## src/design/cwpq_pkg.sv

```systemverilog
package cwpq_pkg;

	localparam int unsigned QDEPTH    = 65536;
	localparam int unsigned ROWS      = 1024;
	localparam logic [16:0] QDEPTH_CNT = 17'h10000;

	localparam logic [1:0] OP_WRITE   = 2'd0;
	localparam logic [1:0] OP_FLUSH   = 2'd1;
	localparam logic [1:0] OP_DISCARD = 2'd2;

	localparam logic [2:0] MODE_NONE = 3'd1;
	localparam logic [2:0] MODE_TEXT = 3'd2;
	localparam logic [2:0] MODE_BNK0 = 3'd3;
	localparam logic [2:0] MODE_BNK3 = 3'd6;
	localparam logic [2:0] MODE_FULL = 3'd7;

	localparam logic [1:0] REG_MODE    = 2'd0;
	localparam logic [1:0] REG_EXCL    = 2'd1;
	localparam logic [1:0] REG_DELIV   = 2'd2;
	localparam logic [1:0] REG_IOWIN   = 2'd3;

	localparam logic [15:0] LOW_PAGE_END = 16'h0200;
	localparam logic [15:0] IO_LO        = 16'hD000;
	localparam logic [15:0] IO_HI        = 16'hDFFF;
	localparam logic [9:0]  SPRPTR_LO    = 10'h3F8;
	localparam logic [15:0] TEXT_LO      = 16'h0400;
	localparam logic [15:0] TEXT_HI      = 16'h07FF;

	typedef struct packed {
		logic [1:0]  operation;
		logic [15:0] address;
		logic [7:0]  value;
		logic [7:0]  shadow_value;
		logic [6:0]  flush_limit;
	} item_t;

	typedef struct packed {
		logic        accepted;
		logic        out_valid;
		logic [15:0] out_address;
		logic [7:0]  out_value;
		logic        last;
		logic [16:0] pending_count;
	} result_t;

	typedef struct packed {
		logic load;
		logic clr_step;
		logic q_reset;
		logic mark_rd_item;
		logic w_commit;
		logic rd_pos;
		logic rd_next;
		logic rd_head;
		logic pos_inc;
		logic shift_wr;
		logic tail_wr;
		logic f_fetch;
		logic f_commit;
		logic res_empty;
		logic out_load;
	} cmd_t;

	typedef struct packed {
		logic       in_valid;
		logic [1:0] in_op;
		logic       clr_last;
		logic       need_move;
		logic       match;
		logic       pos_last;
		logic       fl_more;
		logic       res_last;
		logic       ofree;
	} status_t;

endpackage

```

## src/design/cwpq_ctrl.sv

```systemverilog
module cwpq_ctrl import cwpq_pkg::*; (
	input  logic    clk,
	input  logic    arst_n,
	input  status_t st,
	output cmd_t    cmd,
	output logic    item_ready
);

	typedef enum logic [16:0] {
		S_CLR   = 17'h00001,
		S_IDLE  = 17'h00002,
		S_MRD   = 17'h00004,
		S_EVAL  = 17'h00008,
		S_SRD   = 17'h00010,
		S_SCMP  = 17'h00020,
		S_SHCHK = 17'h00040,
		S_SHWR  = 17'h00080,
		S_TAIL  = 17'h00100,
		S_FLOOP = 17'h00200,
		S_FFET  = 17'h00400,
		S_FCOM  = 17'h00800,
		S_DCLR  = 17'h01000,
		S_NOP   = 17'h02000,
		S_EMIT  = 17'h04000,
		S_SPARE0 = 17'h08000,
		S_SPARE1 = 17'h10000
	} state_t;

	state_t state_q, state_d;

	always_ff @(posedge clk or negedge arst_n) begin
		if (!arst_n) begin
			state_q <= S_CLR;
		end else begin
			state_q <= state_d;
		end
	end

	assign item_ready = (state_q == S_IDLE);

	always_comb begin
		cmd     = '0;
		state_d = state_q;
		unique case (state_q)
			S_CLR: begin
				cmd.clr_step = 1'b1;
				if (st.clr_last) state_d = S_IDLE;
			end
			S_IDLE: begin
				if (st.in_valid) begin
					cmd.load = 1'b1;
					unique case (st.in_op)
						OP_WRITE: state_d = S_MRD;
						OP_FLUSH: state_d = S_FLOOP;
						OP_DISCARD: begin
							cmd.q_reset = 1'b1;
							state_d     = S_DCLR;
						end
						default: state_d = S_NOP;
					endcase
				end
			end
			S_MRD: begin
				cmd.mark_rd_item = 1'b1;
				state_d          = S_EVAL;
			end
			S_EVAL: begin
				cmd.w_commit = 1'b1;
				state_d      = st.need_move ? S_SRD : S_EMIT;
			end
			S_SRD: begin
				cmd.rd_pos = 1'b1;
				state_d    = S_SCMP;
			end
			S_SCMP: begin
				if (st.match) begin
					state_d = S_SHCHK;
				end else if (st.pos_last) begin
					state_d = S_EMIT;
				end else begin
					cmd.pos_inc = 1'b1;
					state_d     = S_SRD;
				end
			end
			S_SHCHK: begin
				if (st.pos_last) begin
					state_d = S_TAIL;
				end else begin
					cmd.rd_next = 1'b1;
					state_d     = S_SHWR;
				end
			end
			S_SHWR: begin
				cmd.shift_wr = 1'b1;
				state_d      = S_SHCHK;
			end
			S_TAIL: begin
				cmd.tail_wr = 1'b1;
				state_d     = S_EMIT;
			end
			S_FLOOP: begin
				if (st.fl_more) begin
					cmd.rd_head = 1'b1;
					state_d     = S_FFET;
				end else begin
					cmd.res_empty = 1'b1;
					state_d       = S_EMIT;
				end
			end
			S_FFET: begin
				cmd.f_fetch = 1'b1;
				state_d     = S_FCOM;
			end
			S_FCOM: begin
				cmd.f_commit = 1'b1;
				state_d      = S_EMIT;
			end
			S_DCLR: begin
				cmd.clr_step = 1'b1;
				if (st.clr_last) begin
					cmd.res_empty = 1'b1;
					state_d       = S_EMIT;
				end
			end
			S_NOP: begin
				cmd.res_empty = 1'b1;
				state_d       = S_EMIT;
			end
			S_EMIT: begin
				if (st.ofree) begin
					cmd.out_load = 1'b1;
					state_d      = st.res_last ? S_IDLE : S_FLOOP;
				end
			end
			default: state_d = S_CLR;
		endcase
	end

endmodule

```

## config.mk

```make
export PLATFORM = sky130hd
export DESIGN_NAME = cwpq_ctrl
export DESIGN_NICKNAME = d
export VERILOG_FILES = /design/src/design/cwpq_pkg.sv /design/src/design/cwpq_ctrl.sv
export SDC_FILE = /design/constraint.sdc
export NUM_CORES = 1
export LEC_CHECK = 0
export ABC_AREA = 1
export CAP_MARGIN = 40
export CORE_MARGIN = 3
export CORE_UTILIZATION = 43
export CTS_BUF_LIST = sky130_fd_sc_hd__clkbuf_4 sky130_fd_sc_hd__clkbuf_8
export CTS_CLUSTER_DIAMETER = 150
export CTS_CLUSTER_SIZE = 40
export DETAILED_ROUTE_END_ITERATION = 6
export DONT_BUFFER_PORTS = 1
export PLACE_DENSITY_LB_ADDON = 0.2
export SYNTH_ARGS = -nofsm -noshare
export SYNTH_HDL_FRONTEND = slang
export SYNTH_SLANG_ARGS = --single-unit
```

## constraint.sdc

```tcl
create_clock -name clk -period 1.9 [get_ports clk]
set_input_delay 0.19 -clock clk [delete_from_list [all_inputs] [get_ports clk]]
set_output_delay 0.19 -clock clk [all_outputs]
set_load 0.02 [all_outputs]
```

---- Word level (Yosys, flattened, before mapping) ----
Cells that the tools add are included.
word-level totals
  register bits after elaboration ......... 17
  output and inout bits ................... 16
  bits of input ports ..................... 12
operators by class
  multiplexer cells ....................... 36
  reductions and logical operators ........ 4
  eq/ne operators ......................... 21
operators by type and width
  cell                                                               number
  17-bit case mux with 13 select lines                               1
  17-bit two-way mux                                                 5
  15-bit two-way mux                                                 3
  14-bit case mux with 3 select lines                                1
  1-bit two-way mux                                                  23
  17-bit by 1-bit == test with 1-bit output, second input constant   1
  17-bit by 10-bit == test with 1-bit output, second input constant  1
  17-bit by 11-bit == test with 1-bit output, second input constant  1
  17-bit by 12-bit == test with 1-bit output, second input constant  1
  17-bit by 13-bit == test with 1-bit output, second input constant  1
  17-bit by 14-bit == test with 1-bit output, second input constant  1
  17-bit by 15-bit == test with 1-bit output, second input constant  1
  17-bit by 2-bit == test with 1-bit output, second input constant   1
  17-bit by 3-bit == test with 1-bit output, second input constant   1
  17-bit by 4-bit == test with 1-bit output, second input constant   1
  17-bit by 5-bit == test with 1-bit output, second input constant   1
  17-bit by 6-bit == test with 1-bit output, second input constant   1
  17-bit by 7-bit == test with 1-bit output, second input constant   1
  17-bit by 8-bit == test with 1-bit output, second input constant   1
  17-bit by 9-bit == test with 1-bit output, second input constant   1
  10-bit two-way mux                                                 1
  9-bit two-way mux                                                  1
  2-bit inequality test, second input constant                       4
  4-bit AND reduction                                                1
  other kinds (6)                                                    6

---- Longest topological paths before layout ----
  word-level depth ........................ 4
  depth in mapped cells ................... 12
  gate-level depth less buffers ........... 12

---- Least setup slack after synthesis ----
OpenSTA, ideal clock, no wires.
  path type ............................... register to output
  start ................................... register state_q[8]
  end ..................................... output cmd[12] (netlist bit)
  stages on the path, launching flop included .. 6
  arrival time ............................ 1.582 ns
  setup slack ............................. 0.128 ns
  required time ........................... 1.710 ns
  path through ............................ dfrtp_1 nor2_2 nand2_2 nor2_8 nand2_4 nor4_1
RTL lines
  item                      line             source
  start: declaration        cwpq_ctrl.sv:29  state_t state_q, state_d;
  start signal: assignment  cwpq_ctrl.sv:35  state_q <= state_d;
  end: declaration          cwpq_ctrl.sv:5   output cmd_t cmd,

==> run summary <==
The path type of the worst min-delay path is input port to flip-flop. The logs give 2680 microns for the routed wire length and 0.799 for the weighted congestion at the end of routability-driven global placement. More flip-flops sit in one register than any other, and that register is state_q.

The power density over the cells is 876 mW/mm^2. For the post-synthesis cell type count, the log shows 21. Headroom to the max-slew limit came out at 52.7%.

At the worst endpoint, the required time is 1.71 ns. Summing the sequential cell areas from Yosys gives 31.8% of the chip area. The number of buffers inserted by port buffering was 0.

Setup violations remaining at the end of the flow were counted as 0. The clock net in this run drives a total of 15 sinks. Traced cell by cell, the critical path runs through nor2_4 > nand2_4 > nor2_4 > nand2_1 > o211ai_1 > buf_4. Across the run, the number of max-cap violations was 0. In the final layout, the share of cells above drive strength 1 is 24.8%.

The deepest clock path buffer count was 2; the number of flip-flops and latches in the synthesized netlist was 15. Across the VDD grid, the largest voltage drop is 0.521 mV. The tools report the total global routing track utilization as 16.1%.

The global route total overflow came out at 0. The run gives 0.546 GHz as the fmax. Along the worst path, the maximum fanout reaches 6.

The worst register-to-register path has a setup slack of 0.22 ns. The register with the most flip-flops in the layout has 15 of them. The area growth from synthesis to final layout is 20.8%. The clock period minus worst slack works out to 1.83 ns.

The number of vias per cell is 4.92. sky130_fd_sc_hd__dfrtp_1 takes more of the synthesized area than any other cell. At the worst endpoint, the arrival time is 1.64 ns. The run gives 185 as the number of instances in the synthesized netlist.

The worst setup path is of the flip-flop to output pin kind. Sorting the synthesized cells by area gives the leading types as sky130_fd_sc_hd__dfrtp_1 30%, sky130_fd_sc_hd__nor2_1 13%, sky130_fd_sc_hd__nand2_1 13%. For this configuration, the core starts out at a cell density of 46.6%.

In this run the mean area of a mapped cell was 6.40 sq um. The cell that appears most often on the critical path is sky130_fd_sc_hd__nor2_4. For the pin with the worst max-slew slack, the measured transition is 0.707 ns. The number of cell rows was 18. Cells fill 56.2% of the core in the end. The clock transition at the register clock pins on the worst setup and hold paths after CTS is 0.09 ns, and the global-route wire length before repair is 4250 microns.

The y dimension of the die is 58.5 microns. The run gives 1 as the number of H-tree levels. CTS placed an instance of sky130_fd_sc_hd__clkbuf_4 at the clock tree root. The die width was 58.5 microns; the number of antenna violations at the first check in global routing was 0.

In the final layout, the registers with the most flip-flops are state_q (15). The portion of the clock cycle consumed by the worst path in the final layout came out at 96.4%. The net count of the finished layout is 215. The startpoint class of the critical path is a flip-flop. TritonCTS built the clock tree. Setup slack closes at 0.0680 ns. The standard cell with the maximum stage delay on the critical path was sky130_fd_sc_hd__dfrtp_1. The flow ran to the end, and the final reports show no timing, DRC or antenna violations. The endpoint type of the worst setup path is an output pin.

Number of antenna diodes: 0. The number of filler instances in the final layout is 264. Counting every net in the synthesized netlist gives 197.

After detailed routing, the number of remaining DRC violations is 0. The total count of hold-check failures in the final report is 0. The detailed-router iteration count before antenna repair was 4; the wire length per cell after detailed routing was 11.6 microns. The first routing iteration left 27 violations. The count of nets left with antenna violations once routing finished came out at 0. The peak per-stage delay on the critical path works out to 0.43 ns. Total number of vias: 1,141. Detailed placement HPWL: 2030 microns. The warning count from the yosys run was 0. The logs give 0.00254 sq mm for the area of the core and 3 for the total CTS buffers. The via count of the first global-routing pass was 1,040; the total count of max-transition violations in the final report was 0.

The overall die area is 0.00342 sq mm. The proportion of netlist area held by the largest area contributor was 29.6%. The pin count of the biggest net entering global routing came out at 16.

For the leakage power, the log shows 0.832 nW. Across the routed clock network, the largest skew measured is 0.00228 ns. For this design the top-level I/O count stands at 28. The later pin in the worst-skew pair is clocked with a latency of 0.28 ns. After synthesis the cells add up to 0.00118 sq mm.

Prior to clock tree synthesis, the placed netlist has a worst setup slack of 0.162 ns.
==> worst max-delay path: cells and delay by family, from the launching register on <==
family	cells	cell delay [ns]
AND/OR/NAND/NOR	4	0.59
flip-flops	1	0.43
AO/OA/AOI/OAI	1	0.17
buffers and inverters	1	0.16
==> layer usage <==
metal,vias up,part of all wire (%),GRT usage [%]
li1,596,-,-
met2,28,48,27.8
met3,2,6.2,6.14
met1,515,45,19.9
met5,-,0,0
met4,0,0.26,0.993
==> through the flow <==
stage | instance area [sq um] | setup TNS (ns) | total power, mW | hold slack (ns) | std cells
finish | 1430 | 0 | 1.25 | 0.0182 | 232
global route | 1430 | -0.0345 | 1.36 | 0.0200 | 232
floorplan | 1180 | 0 | 0.846 | -0.106 | 185
CTS | 1360 | 0 | 1.24 | 0.00948 | 229
detailed placement | 1230 | 0 | 0.925 | -0.105 | 217
global placement | 1230 | 0 | 0.914 | -0.105 | 217
==> synth_stat cells (all sizes together) <==
cell type	n
inv	36
nor4	1
o211ai	1
dfrtp	14
nor2	50
o21ai	6
buf	1
nand2	50
nor3	4
and2	1
dfstp	1
nand3	20
==> power by group <==
group | internal, mW | leakage, nW | total, mW | switching, mW
sequential | 0.352 | 0.205 | 0.372 | 0.0196
clock | 0.0958 | 0.0184 | 0.199 | 0.103
combinational | 0.258 | 0.608 | 0.684 | 0.425
total | 0.707 | 0.832 | 1.25 | 0.548
==> cells by family after synthesis <==
kind of cell,share of synthesized area (%)
AND/OR/NAND/NOR,52.7
buffers and inverters,12.4
AO/OA/AOI/OAI,3.17
flip-flops,31.8
==> what timing repair did <==
item	in CTS	in global routing
endpoints found under the hold margin	17	0
setup buffers	5	3
hold buffers	2	0
setup endpoints to repair	5	11
pin swaps	2	5
resized for setup	8	11
gates cloned	1	0
==> worst paths after layout <==
check | from | endpoint | depth (start not counted)
max | state_q[5] | cmd[1] | 6
min | st[3] | state_q[4] | 1
max reg2reg | state_q[0] | state_q[0] | 11
min reg2reg | state_q[0] | state_q[0] | 2
max in group asynchronous | arst_n | state_q[2] | 1
min in group asynchronous | arst_n | state_q[4] | 1
==> cells in the final DEF, fill, tap and decap left out, drive strengths merged <==
cell type / netlist / routed
and2: 1 / 1
nand3: 20 / 20
clkbuf: 0 / 4
buf: 1 / 11
inv: 36 / 36
nand2: 50 / 50
nor4: 1 / 1
dfrtp: 14 / 14
nor3: 4 / 4
nor2: 50 / 51
dlygate4sd3: 0 / 2
o21ai: 6 / 6
dfstp: 1 / 1
o211ai: 1 / 1
==> final cells by class <==
type / count / area (sq um) / share of cell area, %
clock buffer: 4 / 30.0 / 2.10
inverter: 36 / 135 / 9.44
multi-input combinational: 134 / 749 / 52.4
sequential: 15 / 377 / 26.3
tap: 30 / 37.5 / 2.62
timing repair buffer: 13 / 103 / 7.17
Power figures use the tool's default switching activity.
